$ cat src/hw/rtl/rso_pkg.sv
// Shared types, constants and tables of the random shape oscillator.
package rso_pkg;

	// Default phase steps per 16-bit phase unit
	localparam int STEP_SIZE_DEF = 8192;

	// Configuration register indexes and reset values
	localparam logic CFG_STEP_PER_HZ = 1'b0;
	localparam logic CFG_NOISE_SEED = 1'b1;
	localparam logic [23:0] STEP_PER_HZ_RST = 24'd194784;
	localparam logic [31:0] NOISE_SEED_RST = 32'd404933;

	// Fixed-point constants
	localparam logic [31:0] Q30_ONE = 32'h4000_0000;
	localparam logic [31:0] PI_Q30 = 32'd3373259426;
	localparam logic [31:0] LN2_Q30 = 32'd744261118;
	localparam logic [31:0] LCG_MUL = 32'd435898247;
	localparam logic [31:0] LCG_ADD = 32'd382842987;
	localparam logic [31:0] COS_SEED = 32'd296;

	// Loop bounds
	localparam logic [3:0] COS_LAST = 4'd4;
	localparam logic [3:0] SQ_LAST = 4'd15;
	localparam logic [3:0] EXP_FIRST = 4'd10;
	localparam logic [3:0] EXP_LAST = 4'd1;

	// Controller states
	typedef enum logic [4:0] {
		S_IDLE, S_DIV, S_LCG, S_P16, S_X, S_XX, S_YW, S_CMUL, S_CACC, S_CD,
		S_CC, S_H, S_B1, S_B2, S_B3, S_PW0, S_SQ, S_SQW, S_LG, S_T, S_TW,
		S_Z, S_E1, S_E2, S_E3, S_PWR, S_O1, S_O2, S_PH
	} st_t;

	// Datapath operations
	typedef enum logic [4:0] {
		OP_IDLE, OP_TAKE, OP_DIV, OP_LCG, OP_P16, OP_X, OP_XX, OP_YW, OP_CMUL,
		OP_CACC, OP_CD, OP_CC, OP_H, OP_B1, OP_B2, OP_B3, OP_PW0, OP_SQ,
		OP_SQW, OP_LG, OP_T, OP_TW, OP_Z, OP_E1, OP_E2, OP_E3, OP_PWR, OP_O1,
		OP_O2, OP_PH
	} op_t;

	typedef struct packed {
		op_t op;
		logic [3:0] idx;
	} dp_cmd_t;

	typedef struct packed {
		logic blend_zero;
		logic ip_big;
		logic out_stall;
	} dp_stat_t;

	// Taylor coefficients of the cosine, Q.30, outermost last
	function automatic logic [31:0] cos_coef(input logic [3:0] idx);
		logic [31:0] r;
		case (idx)
			4'd0: r = 32'd26631;
			4'd1: r = 32'd1491308;
			4'd2: r = 32'd44739243;
			4'd3: r = 32'd536870912;
			default: r = 32'd0;
		endcase
		return r;
	endfunction

	// floor(2^32 / i), one below for i = 1
	function automatic logic [31:0] div_recip(input logic [3:0] idx);
		logic [31:0] r;
		case (idx)
			4'd1: r = 32'hFFFF_FFFF;
			4'd2: r = 32'd2147483648;
			4'd3: r = 32'd1431655765;
			4'd4: r = 32'd1073741824;
			4'd5: r = 32'd858993459;
			4'd6: r = 32'd715827882;
			4'd7: r = 32'd613566756;
			4'd8: r = 32'd536870912;
			4'd9: r = 32'd477218588;
			4'd10: r = 32'd429496729;
			default: r = 32'd0;
		endcase
		return r;
	endfunction

endpackage

$ cat src/hw/rtl/random_shape_oscillator.sv
// Top level of the random shape oscillator: controller plus datapath.
// A sample request runs through the whole state sequence before the next request can be
// accepted (a shorter one when the blended shape is zero or the power underflows); a
// phase-set request is applied from the idle state. The sequence is set by the single
// shared 32x32 multiplier, whose registered product feeds each dependent step: phase
// scaling, the cosine polynomial, sixteen squarings for log2 and a ten-term exp2 series
// with small divides. The result sits in an output register, so a new request is taken
// while it waits; that request then holds just before its output step until the waiting
// result is taken. Configuration writes take effect at once; writing noise_seed also
// reloads the random generator.
module random_shape_oscillator #(
	parameter int STEP_SIZE = rso_pkg::STEP_SIZE_DEF
) (
	input  logic               clk,
	input  logic               arst_n,
	input  logic               cfg_write,
	input  logic               cfg_index,
	input  logic [31:0]        cfg_data,
	input  logic               in_valid,
	output logic               in_ready,
	input  logic               cmd,
	input  logic signed [23:0] frequency,
	input  logic [16:0]        crossfade,
	input  logic [15:0]        exponent,
	input  logic [15:0]        phase_value,
	output logic               out_valid,
	input  logic               out_ready,
	output logic signed [17:0] sample
);

	rso_pkg::dp_cmd_t  dp_cmd;
	rso_pkg::dp_stat_t dp_stat;

	// Sequencer
	rso_ctrl u_ctrl (
		.clk      (clk),
		.arst_n   (arst_n),
		.in_valid (in_valid),
		.in_cmd   (cmd),
		.in_ready (in_ready),
		.stat     (dp_stat),
		.dp_cmd   (dp_cmd)
	);

	// Arithmetic and state
	rso_datapath #(
		.STEP_SIZE (STEP_SIZE)
	) u_datapath (
		.clk         (clk),
		.arst_n      (arst_n),
		.dp_cmd      (dp_cmd),
		.stat        (dp_stat),
		.cfg_write   (cfg_write),
		.cfg_index   (cfg_index),
		.cfg_data    (cfg_data),
		.cmd         (cmd),
		.frequency   (frequency),
		.crossfade   (crossfade),
		.exponent    (exponent),
		.phase_value (phase_value),
		.out_valid   (out_valid),
		.out_ready   (out_ready),
		.sample      (sample)
	);

endmodule

$ cat src/hw/rtl/rso_ctrl.sv
// Sequencing state machine of the random shape oscillator.
module rso_ctrl (
	input  logic              clk,
	input  logic              arst_n,
	input  logic              in_valid,
	input  logic              in_cmd,
	output logic              in_ready,
	input  rso_pkg::dp_stat_t stat,
	output rso_pkg::dp_cmd_t  dp_cmd
);

	rso_pkg::st_t state_q, state_d;
	logic [3:0] cnt_q, cnt_d;

	// State and loop counter
	always_ff @(posedge clk or negedge arst_n) begin
		if (!arst_n) begin
			state_q <= rso_pkg::S_IDLE;
			cnt_q <= '0;
		end else begin
			state_q <= state_d;
			cnt_q <= cnt_d;
		end
	end

	// Next state
	always_comb begin
		state_d = state_q;
		cnt_d = cnt_q;
		case (state_q)
			rso_pkg::S_IDLE: if (in_valid && !in_cmd) state_d = rso_pkg::S_DIV;
			rso_pkg::S_DIV: state_d = rso_pkg::S_LCG;
			rso_pkg::S_LCG: state_d = rso_pkg::S_P16;
			rso_pkg::S_P16: state_d = rso_pkg::S_X;
			rso_pkg::S_X: state_d = rso_pkg::S_XX;
			rso_pkg::S_XX: state_d = rso_pkg::S_YW;
			rso_pkg::S_YW: begin
				state_d = rso_pkg::S_CMUL;
				cnt_d = '0;
			end
			rso_pkg::S_CMUL: begin
				state_d = (cnt_q == rso_pkg::COS_LAST) ? rso_pkg::S_CD : rso_pkg::S_CACC;
			end
			rso_pkg::S_CACC: begin
				state_d = rso_pkg::S_CMUL;
				cnt_d = cnt_q + 4'd1;
			end
			rso_pkg::S_CD: state_d = rso_pkg::S_CC;
			rso_pkg::S_CC: state_d = rso_pkg::S_H;
			rso_pkg::S_H: state_d = rso_pkg::S_B1;
			rso_pkg::S_B1: state_d = rso_pkg::S_B2;
			rso_pkg::S_B2: state_d = rso_pkg::S_B3;
			rso_pkg::S_B3: state_d = rso_pkg::S_PW0;
			rso_pkg::S_PW0: begin
				state_d = stat.blend_zero ? rso_pkg::S_O1 : rso_pkg::S_SQ;
				cnt_d = '0;
			end
			rso_pkg::S_SQ: state_d = rso_pkg::S_SQW;
			rso_pkg::S_SQW: begin
				if (cnt_q == rso_pkg::SQ_LAST) begin
					state_d = rso_pkg::S_LG;
				end else begin
					state_d = rso_pkg::S_SQ;
					cnt_d = cnt_q + 4'd1;
				end
			end
			rso_pkg::S_LG: state_d = rso_pkg::S_T;
			rso_pkg::S_T: state_d = rso_pkg::S_TW;
			rso_pkg::S_TW: state_d = stat.ip_big ? rso_pkg::S_O1 : rso_pkg::S_Z;
			rso_pkg::S_Z: begin
				state_d = rso_pkg::S_E1;
				cnt_d = rso_pkg::EXP_FIRST;
			end
			rso_pkg::S_E1: state_d = rso_pkg::S_E2;
			rso_pkg::S_E2: state_d = rso_pkg::S_E3;
			rso_pkg::S_E3: begin
				if (cnt_q == rso_pkg::EXP_LAST) begin
					state_d = rso_pkg::S_PWR;
				end else begin
					state_d = rso_pkg::S_E1;
					cnt_d = cnt_q - 4'd1;
				end
			end
			rso_pkg::S_PWR: state_d = rso_pkg::S_O1;
			// hold the output product here until the output register is free
			rso_pkg::S_O1: if (!stat.out_stall) state_d = rso_pkg::S_O2;
			rso_pkg::S_O2: state_d = rso_pkg::S_PH;
			rso_pkg::S_PH: state_d = rso_pkg::S_IDLE;
			default: state_d = rso_pkg::S_IDLE;
		endcase
	end

	// Commands to the datapath
	always_comb begin
		in_ready = (state_q == rso_pkg::S_IDLE);
		dp_cmd.idx = cnt_q;
		case (state_q)
			rso_pkg::S_IDLE: dp_cmd.op = in_valid ? rso_pkg::OP_TAKE : rso_pkg::OP_IDLE;
			rso_pkg::S_DIV: dp_cmd.op = rso_pkg::OP_DIV;
			rso_pkg::S_LCG: dp_cmd.op = rso_pkg::OP_LCG;
			rso_pkg::S_P16: dp_cmd.op = rso_pkg::OP_P16;
			rso_pkg::S_X: dp_cmd.op = rso_pkg::OP_X;
			rso_pkg::S_XX: dp_cmd.op = rso_pkg::OP_XX;
			rso_pkg::S_YW: dp_cmd.op = rso_pkg::OP_YW;
			rso_pkg::S_CMUL: dp_cmd.op = rso_pkg::OP_CMUL;
			rso_pkg::S_CACC: dp_cmd.op = rso_pkg::OP_CACC;
			rso_pkg::S_CD: dp_cmd.op = rso_pkg::OP_CD;
			rso_pkg::S_CC: dp_cmd.op = rso_pkg::OP_CC;
			rso_pkg::S_H: dp_cmd.op = rso_pkg::OP_H;
			rso_pkg::S_B1: dp_cmd.op = rso_pkg::OP_B1;
			rso_pkg::S_B2: dp_cmd.op = rso_pkg::OP_B2;
			rso_pkg::S_B3: dp_cmd.op = rso_pkg::OP_B3;
			rso_pkg::S_PW0: dp_cmd.op = rso_pkg::OP_PW0;
			rso_pkg::S_SQ: dp_cmd.op = rso_pkg::OP_SQ;
			rso_pkg::S_SQW: dp_cmd.op = rso_pkg::OP_SQW;
			rso_pkg::S_LG: dp_cmd.op = rso_pkg::OP_LG;
			rso_pkg::S_T: dp_cmd.op = rso_pkg::OP_T;
			rso_pkg::S_TW: dp_cmd.op = rso_pkg::OP_TW;
			rso_pkg::S_Z: dp_cmd.op = rso_pkg::OP_Z;
			rso_pkg::S_E1: dp_cmd.op = rso_pkg::OP_E1;
			rso_pkg::S_E2: dp_cmd.op = rso_pkg::OP_E2;
			rso_pkg::S_E3: dp_cmd.op = rso_pkg::OP_E3;
			rso_pkg::S_PWR: dp_cmd.op = rso_pkg::OP_PWR;
			rso_pkg::S_O1: dp_cmd.op = rso_pkg::OP_O1;
			rso_pkg::S_O2: dp_cmd.op = rso_pkg::OP_O2;
			rso_pkg::S_PH: dp_cmd.op = rso_pkg::OP_PH;
			default: dp_cmd.op = rso_pkg::OP_IDLE;
		endcase
	end

endmodule

$ cat src/hw/rtl/rso_datapath.sv
// Datapath of the random shape oscillator: state, shared multiplier, shaping math.
module rso_datapath #(
	parameter int STEP_SIZE = rso_pkg::STEP_SIZE_DEF
) (
	input  logic               clk,
	input  logic               arst_n,
	input  rso_pkg::dp_cmd_t   dp_cmd,
	output rso_pkg::dp_stat_t  stat,
	input  logic               cfg_write,
	input  logic               cfg_index,
	input  logic [31:0]        cfg_data,
	input  logic               cmd,
	input  logic signed [23:0] frequency,
	input  logic [16:0]        crossfade,
	input  logic [15:0]        exponent,
	input  logic [15:0]        phase_value,
	output logic               out_valid,
	input  logic               out_ready,
	output logic signed [17:0] sample
);

	localparam int L = $clog2(STEP_SIZE);
	localparam int PH_W = L + 16;
	localparam int SH = 31 + L;
	localparam logic [63:0] CYC64 = 64'(STEP_SIZE) << 16;
	localparam logic [PH_W:0] CYC_W = CYC64[PH_W:0];
	localparam logic [PH_W:0] CYCM1 = CYC_W - 1'b1;
	localparam logic [PH_W:0] STEP_W = (PH_W + 1)'(STEP_SIZE);
	localparam logic [63:0] RSTEP64 = (64'd1 << SH) / 64'(STEP_SIZE);
	localparam logic [31:0] RSTEP = RSTEP64[31:0];

	// Control state
	logic [23:0]     step_per_hz_q;
	logic [31:0]     lcg_q;
	logic [PH_W-1:0] phase_q;
	logic [15:0]     newer_q, older_q;
	logic            out_valid_q;

	// Working registers
	logic [63:0] prod_q;
	logic signed [23:0] freq_q;
	logic [16:0] xf_q;
	logic [15:0] ex_q, noise_q, p16_q, frac_q;
	logic [16:0] q_q, h16_q, blend_q, pw_q;
	logic signed [18:0] offset_q;
	logic [31:0] y_q, acc_q, c_q, m_q;
	logic [34:0] bacc_q;
	logic [4:0]  k_q;
	logic [20:0] lg_q;
	logic [11:0] ip_q;
	logic [29:0] z_q, n_q;
	logic signed [17:0] sample_q;

	// Combinational helpers
	logic        rising;
	logic [17:0] theta;
	logic [16:0] v, tri_w, xf_inv;
	logic [PH_W:0] rem;
	logic [15:0] p16_d;
	logic [4:0]  k_d;
	logic [31:0] m0;
	logic [33:0] mm;
	logic        sq_ge;
	logic [31:0] qd;
	logic [35:0] qi, rdiv;
	logic [31:0] qf;
	logic [17:0] pw2;
	logic        wneg;
	logic [16:0] wmag;
	logic signed [34:0] sval, rnd, res_w;
	logic [15:0] scale;
	logic signed [18:0] bip_a, bip_b, abs_a, abs_b, maxabs, maxs, scl, off;
	logic [23:0] absf;
	logic [35:0] magfull;
	logic [PH_W-1:0] mag;
	logic [PH_W:0] fsum;
	logic [31:0] mul_a, mul_b;

	assign rising = newer_q > older_q;

	// Cosine argument folded into one half turn
	always_comb begin
		theta = {2'b00, p16_q} + (rising ? 18'd65536 : 18'd0);
		v = (theta <= 18'd65536) ? theta[16:0] : 17'(18'd131072 - theta);
		tri_w = rising ? {1'b0, p16_q} : 17'(17'd65536 - {1'b0, p16_q});
		xf_inv = 17'(17'd65536 - xf_q);
	end

	// Phase to step index, one correction after the reciprocal multiply
	always_comb begin
		rem = {1'b0, phase_q} - ((PH_W + 1)'(q_q) * STEP_W);
		p16_d = 16'(q_q + ((rem >= STEP_W) ? 17'd1 : 17'd0));
	end

	// Leading one of the blend, normalized mantissa
	always_comb begin
		k_d = '0;
		for (int j = 0; j < 17; j++) begin
			if (blend_q[j]) k_d = 5'(j);
		end
		m0 = {15'b0, blend_q} << (5'd30 - k_d);
	end

	// Log squaring step
	always_comb begin
		mm = prod_q[63:30];
		sq_ge = mm >= 34'h0_8000_0000;
	end

	// Quotient by the series index: reciprocal estimate plus one fixup
	always_comb begin
		qd = prod_q[63:32];
		qi = 36'(qd) * 36'(dp_cmd.idx);
		rdiv = 36'(n_q) - qi;
		qf = qd + ((rdiv >= 36'(dp_cmd.idx)) ? 32'd1 : 32'd0);
	end

	// Level offset and the signed output product
	always_comb begin
		scale = rising ? 16'(newer_q - older_q) : 16'(older_q - newer_q);
		bip_a = $signed({2'b00, newer_q, 1'b0}) - 19'sd65536;
		bip_b = $signed({2'b00, older_q, 1'b0}) - 19'sd65536;
		abs_a = (bip_a < 0) ? -bip_a : bip_a;
		abs_b = (bip_b < 0) ? -bip_b : bip_b;
		maxabs = (abs_b > abs_a) ? abs_b : abs_a;
		maxs = (bip_a > bip_b) ? bip_a : bip_b;
		scl = $signed({3'b000, scale});
		off = (maxs > scl) ? (maxabs - scl) : (scl - maxabs);

		pw2 = {pw_q, 1'b0};
		wneg = pw_q < 17'd32768;
		wmag = wneg ? 17'(18'd65536 - pw2) : 17'(pw2 - 18'd65536);
		sval = wneg ? -$signed({2'b00, prod_q[32:0]}) : $signed({2'b00, prod_q[32:0]});
		rnd = (sval + 35'sd32768) >>> 16;
		res_w = rnd + {{16{offset_q[18]}}, offset_q};
	end

	// Phase increment, saturated one step below a cycle
	always_comb begin
		absf = freq_q[23] ? 24'(-freq_q) : 24'(freq_q);
		magfull = prod_q[47:12];
		mag = (magfull > 36'(CYCM1)) ? CYCM1[PH_W-1:0] : magfull[PH_W-1:0];
		fsum = {1'b0, phase_q} + {1'b0, mag};
	end

	// Shared multiplier operand select
	always_comb begin
		case (dp_cmd.op)
			rso_pkg::OP_DIV: begin mul_a = 32'(phase_q); mul_b = RSTEP; end
			rso_pkg::OP_LCG: begin mul_a = lcg_q; mul_b = rso_pkg::LCG_MUL; end
			rso_pkg::OP_X: begin mul_a = 32'(v); mul_b = rso_pkg::PI_Q30; end
			rso_pkg::OP_XX: begin mul_a = prod_q[48:17]; mul_b = prod_q[48:17]; end
			rso_pkg::OP_CMUL: begin mul_a = y_q; mul_b = acc_q; end
			rso_pkg::OP_CC: begin mul_a = c_q; mul_b = c_q; end
			rso_pkg::OP_B1: begin mul_a = 32'(h16_q); mul_b = 32'(xf_inv); end
			rso_pkg::OP_B2: begin mul_a = 32'(tri_w); mul_b = 32'(xf_q); end
			rso_pkg::OP_SQ: begin mul_a = m_q; mul_b = m_q; end
			rso_pkg::OP_T: begin mul_a = 32'(ex_q); mul_b = 32'(lg_q); end
			rso_pkg::OP_TW: begin mul_a = 32'(prod_q[23:0]); mul_b = rso_pkg::LN2_Q30; end
			rso_pkg::OP_E1: begin mul_a = 32'(z_q); mul_b = acc_q; end
			rso_pkg::OP_E2: begin
				mul_a = 32'(prod_q[59:30]);
				mul_b = rso_pkg::div_recip(dp_cmd.idx);
			end
			rso_pkg::OP_O1: begin mul_a = 32'(wmag); mul_b = 32'(scale); end
			rso_pkg::OP_O2: begin mul_a = 32'(absf); mul_b = 32'(step_per_hz_q); end
			default: begin mul_a = '0; mul_b = '0; end
		endcase
	end

	always_ff @(posedge clk) begin
		prod_q <= 64'(mul_a) * 64'(mul_b);
	end

	// Oscillator state, configuration and result handshake
	always_ff @(posedge clk or negedge arst_n) begin
		if (!arst_n) begin
			step_per_hz_q <= rso_pkg::STEP_PER_HZ_RST;
			lcg_q <= rso_pkg::NOISE_SEED_RST;
			phase_q <= '0;
			newer_q <= '0;
			older_q <= '0;
			out_valid_q <= 1'b0;
		end else begin
			if (cfg_write) begin
				if (cfg_index == rso_pkg::CFG_STEP_PER_HZ) begin
					step_per_hz_q <= cfg_data[23:0];
				end else begin
					lcg_q <= cfg_data;
				end
			end
			if (out_valid_q && out_ready) out_valid_q <= 1'b0;
			case (dp_cmd.op)
				rso_pkg::OP_TAKE: begin
					if (cmd) phase_q <= PH_W'((PH_W + 1)'(phase_value) * STEP_W);
				end
				rso_pkg::OP_P16: lcg_q <= prod_q[31:0] + rso_pkg::LCG_ADD;
				rso_pkg::OP_O2: if (!stat.out_stall) out_valid_q <= 1'b1;
				rso_pkg::OP_PH: begin
					if (!freq_q[23]) begin
						if (fsum >= CYC_W) begin
							phase_q <= PH_W'(fsum - CYC_W);
							older_q <= newer_q;
							newer_q <= noise_q;
						end else begin
							phase_q <= fsum[PH_W-1:0];
						end
					end else if (mag > phase_q) begin
						phase_q <= PH_W'({1'b0, phase_q} + CYC_W - {1'b0, mag});
					end else begin
						phase_q <= phase_q - mag;
					end
				end
				default: ;
			endcase
		end
	end

	// Working registers
	always_ff @(posedge clk) begin
		case (dp_cmd.op)
			rso_pkg::OP_TAKE: begin
				freq_q <= frequency;
				xf_q <= (crossfade > 17'd65536) ? 17'd65536 : crossfade;
				ex_q <= exponent;
				noise_q <= lcg_q[30:15];
			end
			rso_pkg::OP_LCG: q_q <= 17'(prod_q >> SH);
			rso_pkg::OP_P16: begin
				p16_q <= p16_d;
				offset_q <= off;
			end
			rso_pkg::OP_YW: begin
				y_q <= prod_q[61:30];
				acc_q <= rso_pkg::COS_SEED;
			end
			rso_pkg::OP_CACC: acc_q <= rso_pkg::cos_coef(dp_cmd.idx) - prod_q[61:30];
			rso_pkg::OP_CD: begin
				c_q <= (prod_q[63:30] >= 34'(rso_pkg::Q30_ONE)) ? 32'd0
					: rso_pkg::Q30_ONE - prod_q[61:30];
			end
			rso_pkg::OP_H: h16_q <= 17'((prod_q[63:30] + 34'd8192) >> 14);
			rso_pkg::OP_B2: bacc_q <= prod_q[34:0];
			rso_pkg::OP_B3: blend_q <= 17'((36'(bacc_q) + 36'(prod_q[34:0]) + 36'd32768) >> 16);
			rso_pkg::OP_PW0: begin
				k_q <= k_d;
				m_q <= m0;
				frac_q <= '0;
				if (blend_q == '0) pw_q <= (ex_q == '0) ? 17'd65536 : 17'd0;
			end
			rso_pkg::OP_SQW: begin
				frac_q <= {frac_q[14:0], sq_ge};
				m_q <= sq_ge ? mm[32:1] : mm[31:0];
			end
			rso_pkg::OP_LG: lg_q <= 21'h10_0000 - {k_q, frac_q};
			rso_pkg::OP_TW: begin
				ip_q <= prod_q[35:24];
				if (stat.ip_big) pw_q <= '0;
			end
			rso_pkg::OP_Z: begin
				z_q <= prod_q[53:24];
				acc_q <= rso_pkg::Q30_ONE;
			end
			rso_pkg::OP_E2: n_q <= prod_q[59:30];
			rso_pkg::OP_E3: acc_q <= rso_pkg::Q30_ONE - qf;
			rso_pkg::OP_PWR: pw_q <= 17'(((acc_q >> ip_q) + 32'd8192) >> 14);
			rso_pkg::OP_O2: if (!stat.out_stall) sample_q <= res_w[17:0];
			default: ;
		endcase
	end

	// Status to the controller
	always_comb begin
		stat.blend_zero = (blend_q == '0);
		stat.ip_big = prod_q[35:24] > 12'd16;
		stat.out_stall = out_valid_q && !out_ready;
	end

	assign out_valid = out_valid_q;
	assign sample = sample_q;

endmodule

$ cat config.mk
export PLATFORM = sky130hd
export DESIGN_NAME = random_shape_oscillator
export DESIGN_NICKNAME = d
export VERILOG_FILES = /design/src/hw/rtl/rso_pkg.sv /design/src/hw/rtl/random_shape_oscillator.sv /design/src/hw/rtl/rso_ctrl.sv /design/src/hw/rtl/rso_datapath.sv
export SDC_FILE = /design/constraint.sdc
export NUM_CORES = 2
export LEC_CHECK = 0
export ABC_AREA = 1
export BUFFER_PORTS_ARGS = -buffer_cell sky130_fd_sc_hd__buf_2
export CORE_ASPECT_RATIO = 0.8
export CORE_MARGIN = 4
export CORE_UTILIZATION = 45
export DETAILED_ROUTE_END_ITERATION = 6
export GPL_TIMING_DRIVEN = 0
export PLACE_DENSITY_LB_ADDON = 0.12
export SYNTH_ARGS = -nofsm -noshare
export SYNTH_HDL_FRONTEND = slang
export SYNTH_SLANG_ARGS = --single-unit
$ cat constraint.sdc
create_clock -name clk -period 9.9 [get_ports clk]
set_input_delay 1.98 -clock clk [delete_from_list [all_inputs] [get_ports clk]]
set_output_delay 1.98 -clock clk [all_outputs]
set_load 0.02 [all_outputs]
**Word-level counts from Yosys, hierarchy flattened**

Memories as Yosys holds them, arrays and structs flattened.
Cells that the tools add are included.

- Register bits after elaboration: 659
- ROM bits: 512
- Input bits: 112
- Output and inout port bits: 20
- Logic and storage cells: 258
- Memories: 1

- Add/subtract/negate cells: 39
- $mul: 2
- $lt $le $gt $ge: 17
- Equality and inequality tests: 69
- Shift operators: 2
- Multiplexer cells: 67
- Bitwise gates (word level): 3
- Reductions and logical operators: 27

Memories:

| memory | words | width | rd ports | clocked after Yosys merged registers in | wr ports | RTL line | text |
|---|---|---|---|---|---|---|---|
| (no name shown) | 16 | 32 | 1 | 0 | 0 | rso_pkg.sv:69 | `case (idx)` |

Operator list:

| operator | number |
|---|---|
| $pmux W32 S15 | 1 |
| $pmux W32 S14 | 1 |
| $mux W32 | 5 |
| $mux W29 | 5 |
| $pmux W5 S29 | 1 |
| $eq A5 B5 Y1 const B | 27 |
| $pmux W5 S27 | 1 |
| $pmux W32 S4 | 1 |
| $pmux W30 S4 | 1 |
| $mux W17 | 7 |
| $eq A5 B4 Y1 const B | 16 |
| $mul A32 B32 Y64 | 1 |
| $pmux W32 S2 | 1 |
| $sub A31 B32 Y32 const A | 2 |
| $add A31 B14 Y31 const B | 2 |
| $pmux W29 S2 | 1 |
| $sub A29 B29 Y29 | 2 |
| $mux W19 | 3 |
| $mux W4 | 13 |
| $pmux W17 S3 | 1 |
| $eq A5 B3 Y1 const B | 8 |
| $neg A18 Y19 | 2 |
| $ge A36 B4 Y1 | 1 |
| $gt A36 B29 Y1 const B | 1 |
| other kinds (77) | 122 |

**Depth between registers and ports, before layout**

- Word-level depth: 19
- Gate-level depth with buffers: 50
- Gate-level depth less buffers: 49

**Modules after synthesis**

A second synthesis with hierarchy kept.

- Cell total of the unflattened synthesis: 11174
- Area total of the unflattened synthesis: 87712.9 um2

By module, submodules not included:

| module | instances | cells each | area an instance (um2) | seq. area each (um2) |
|---|---|---|---|---|
| rso_datapath | 1 | 10969 | 86604.3 | 18311.3 |
| rso_ctrl | 1 | 205 | 1108.6 | 225.2 |

**Worst setup path before layout**

Ideal clock, no wire load.

- Kind: input to register
- Start point: in in_valid
- End point: reg u_datapath.phase_q[22]
- Library setup time: 0.066 ns
- Arrival time: 10.475 ns
- Data required time: 9.834 ns
- Slack: -0.640 ns
- Cell stages on the path: 8
- Path buffers: 1
- Cells stage by stage: inv_1 > nor4_1 > nand2_1 > nand2_1 > clkbuf_1 > o21ai_0 > o21bai_1 > nand2_1

- Cells in the longest elaborated chain, start to end: 5
- Elaborated cells between the ends (all ways): 8
- Those cells by class: 3 x eq/ne; 3 x mux; 2 x reduce/logical

RTL lines:

| item | RTL line | text |
|---|---|---|
| start, declared | random_shape_oscillator.sv:19 | `input logic in_valid,` |
| $mux W1 * | rso_ctrl.sv:98 | `rso_pkg::S_IDLE: dp_cmd.op = in_valid ? rso_pkg::OP_TAKE : rso_pkg::OP_IDLE;` |
| $pmux W5 S29 * | rso_ctrl.sv:97 | `case (state_q)` |
| $eq A5 B1 Y1 or $eq A5 B5 Y1 (tied branches) | rso_datapath.sv:193 | `case (dp_cmd.op)` |
| $ne A2 B2 Y1 (no source line) or $reduce_bool A2 Y1 (tied branches) | n/a |  |
| $reduce_and A2 Y1 (no source line) | n/a |  |
| end signal, assigned | rso_datapath.sv:195 | `if (cmd) phase_q <= PH_W'((PH_W + 1)'(phase_value) * STEP_W);` |
| end signal, assigned | rso_datapath.sv:202 | `phase_q <= PH_W'(fsum - CYC_W);` |
| end signal, assigned | rso_datapath.sv:206 | `phase_q <= fsum[PH_W-1:0];` |
| end, declared | rso_datapath.sv:35 | `logic [PH_W-1:0] phase_q;` |

Mark *: on every way between the ends. The rest lies on a longest branch, timed or not.
A chain may end at the register's enable or synchronous reset.

**Final worst setup path**

- Start point: reg u_datapath.prod_q[28]
- End point: reg u_datapath.prod_q[59]

- Cells in the longest elaborated chain, start to end: 2
- Elaborated cells between the ends (all ways): 3
- Those cells by class: 1 x mul; 2 x mux

RTL lines:

| item | RTL line | text |
|---|---|---|
| start, declared | rso_datapath.sv:40 | `logic [63:0] prod_q;` |
| start signal, assigned | rso_datapath.sv:172 | `prod_q <= 64'(mul_a) * 64'(mul_b);` |
| $pmux W32 S15 or $pmux W32 S14 (tied branches) | rso_datapath.sv:148 | `case (dp_cmd.op)` |
| $mul A32 B32 Y64 * | rso_datapath.sv:172 |  |

Marks and branches as above.

==> run metrics <==
status finished with violations; violated checks design-rule violations, max-capacitance violations, max-slew violations, negative setup slack; endpoints failing setup 25; Crit Path Category reg -> reg; Async S/R FF share, synth 19.3%; Setup crit start kind flip-flop; commonest non-fill, non-tap cells in the layout inv_1, nand2_1, nor2_1; Rel. slew slack -4.11%; min Tclk post-route a little over 10 ns; r2r startpoint u_datapath.prod_q[28]$_DFF_P_; Ys Warns 0; layout cells sized above 1 between 10% and 20%; CORE AREA 193,000 µm²; DRC viols 8; Worst Tran Pin Value 1.56 ns; clock buffer depth 3; die footprint slightly above 200,000 µm²; register bit count reported by yosys approximately 660; PortBufs about 130; ys flop type edfxtp_1; wire per inst about 31 µm; Die Height slightly above 400 µm; IO Count 132; # clock sinks between 600 and 700; Cell Rows around 140; DR pass1 iterations 7; via/cell ratio roughly 5.9; Adder-Cell Fraction of Synth Area roughly 33%; vias in the first global route ~80,000; WL final about 440,000 µm; fin. max-slew vios 15; H-tree Lvls 3; hold path startpoint u_datapath.lcg_q[30]$_DFFE_PN0P_; first-pass GRT wire length roughly 600,000 µm; remaining antenna violation count 0; root buf cell clkbuf_16; complex-gate fraction of the synthesized area 10.9%; min setup slack post-route -0.220 ns; CTS tree yes; Crit path required time 10.48 ns; commonest non-fill, non-tap cell in the layout inv_1; CP endpoint kind flip-flop; RePlAce Congestion between 1 and 1.5; total grt overflow 0; Critical Path Max Stage Delay about 0.67 ns; final hold vios 0; instance count of the mapped netlist approximately 11,000; Crit path top cell by count fa_1; simple-gate share of the synthesized area between 10% and 20%; detailed-route via count 84,412; clk slew on worst S/H paths roughly 0.070 ns; number of CTS-inserted buffers 75; largest net degree at the start of global routing 91; mux cell area share after synthesis less than 1%; Layout Nets 13,362; P&R area growth vs syn 14.7%; Max Cap Violations 1; fin crit share 102%; RSZ-0062 raised after global routing yes; fmax around 99 MHz; EDFF count, synth 468; Critical Path AT approximately 11 ns; initial antenna violation count between 50 and 60; peak fanout along the critical path 10; hpwl dp between 300,000 and 400,000 µm; clk_lat worst skew 0.73 ns; Max stage delay cell, worst path a221oi_2; Die X between 500 and 600 µm; Syn Std Cell Area 87,400 µm²; Placement Setup Slack -2.79 ns; Clock Skews between 0.03 and 0.04 ns; Initial Utilization about 45%; global router's overall resource usage roughly 42%; Hold WC Path Type reg -> reg; Seq/Total Area, Yosys about a fifth; Starting DRT DRC Count 11,071; r2r setup slk -0.22 ns; CP Launch Point u_datapath.prod_q[28]$_DFF_P_; utilization after layout between 50% and 60%; count of different cell masters after synthesis 83; largest family of logic cells by synthesized area adder cells; syn_area_per_cell between 7 and 8 µm²; XOR/XNOR Fraction of Synth Area 3.85%
==> final cells by class <==
cell class | instances | area, µm²
fillers | 18486 | 92600
multi-input cells | 7781 | 61400
flip-flops and latches | 659 | 18600
inverters | 2273 | 8640
repair buffers | 388 | 3320
well taps | 2555 | 3200
plain buffers | 392 | 2540
clock buffers | 97 | 2110
clock inverters | 43 | 439
diodes | 24 | 60.1
==> cells by family after synthesis <==
family	after synthesis
other	2
adder cells (fa/ha/maj)	1680
flip-flops	659
AND/OR/NAND/NOR	4073
buffers and inverters	2672
XOR/XNOR	383
multiplexers	9
AO/OA/AOI/OAI	1632
==> synthesized netlist by cell type (all sizes together) (8+ instances only) <==
library cell  number  area, µm²
nand2           2197       8270
o22ai             61        382
o221ai            16        140
o21ai            560       2810
a21o              28        210
edfxtp           468      14100
o2111ai           50        438
clkinv            26        101
o211ai            48        370
a211oi            20        150
or2               36        225
a2111oi            8       88.8
inv             2247       8430
o21bai            25        188
fa               992      19900
dfxtp             64       1280
nor4              63        528
o31ai              9       67.6
a21boi            25        188
o311ai            10       87.6
a221oi            36        315
nor3             132        736
a22oi             24        180
xnor2             75        657
a22o               8       70.1
nand3            383       1960
xor2             308       2710
nor2            1114       4300
a21oi            584       2930
nand4            103        684
clkbuf           205        771
o21a              33        248
dfrtp            108       2700
dfstp             19        499
nor3b             12        100
ha               688       8610
nand3b            14        105
buf              194       1090
a31oi             60        375
and3              12       76.3
==> worst max-delay path: cells and delay by family, from the launching register on <==
kind                       cells  cell delay (ns)
adders and majority gates      9             4.35
buffers and inverters         10             1.93
AOI/OAI and AO/OA              6             1.72
and+or+nand+nor                6             1.23
DFF                            1             0.52
xor gates and xnor gates       1             0.15
==> layer usage <==
layer	wire length, µm	global-route usage, %	vias to the layer above
li1	-	-	36034
met1	178000	59.3	41677
met2	173000	58.0	5668
met3	60400	15.3	1017
met4	24500	18.9	16
met5	103	0	-
==> final timing paths <==
check | endpoint | cells past startpoint
setup / recovery | u_datapath.prod_q[59]$_DFF_P_ | 32
setup reg to reg | u_datapath.prod_q[59]$_DFF_P_ | 32
hold / removal | u_datapath.noise_q[15]$_DFFE_PP_ | 0
hold reg to reg | u_datapath.noise_q[15]$_DFFE_PP_ | 0
max in group asynchronous | u_datapath.older_q[14]$_DFFE_PN0P_ | 2
min in group asynchronous | u_datapath.phase_q[15]$_DFFE_PN0P_ | 1
==> flip-flops by register name (all words and copies together) (netlist names), 21 cells and up <==
register,flops
u_datapath.y_q,32
u_datapath.freq_q,24
u_datapath.lcg_q,32
u_datapath.bacc_q,33
u_datapath.lg_q,21
u_datapath.c_q,32
u_datapath.step_per_hz_q,24
u_datapath.prod_q,64
u_datapath.z_q,30
u_datapath.phase_q,29
u_datapath.n_q,30
u_datapath.acc_q,32
u_datapath.m_q,32
==> timing repair <==
item | CTS | global route
cloned | 2 | 0
hold buffers | 0 | 0
setup buffers | 124 | 91
resized for setup | 590 | 432
endpoints found under the setup margin | 53 | 47
pin swaps | 97 | 187
==> per-stage QoR <==
step | instance area (µm²) | instances | setup TNS, ns | hold WS (ns)
after floorplan | 87400 | 11112 | 0 | 0.425
after global placement | 91300 | 13798 | -226.24 | 0.437
after detailed placement | 92000 | 13839 | -93.44 | 0.446
after CTS | 97700 | 14100 | -0.0506 | 0.461
after global routing | 100000 | 14190 | -3.18 | 0.483
final | 100000 | 14212 | -3.00 | 0.458
Power is left out: the tool's default activity adds up to more than one toggle a clock period on the data nets, which glitch-free logic cannot reach.
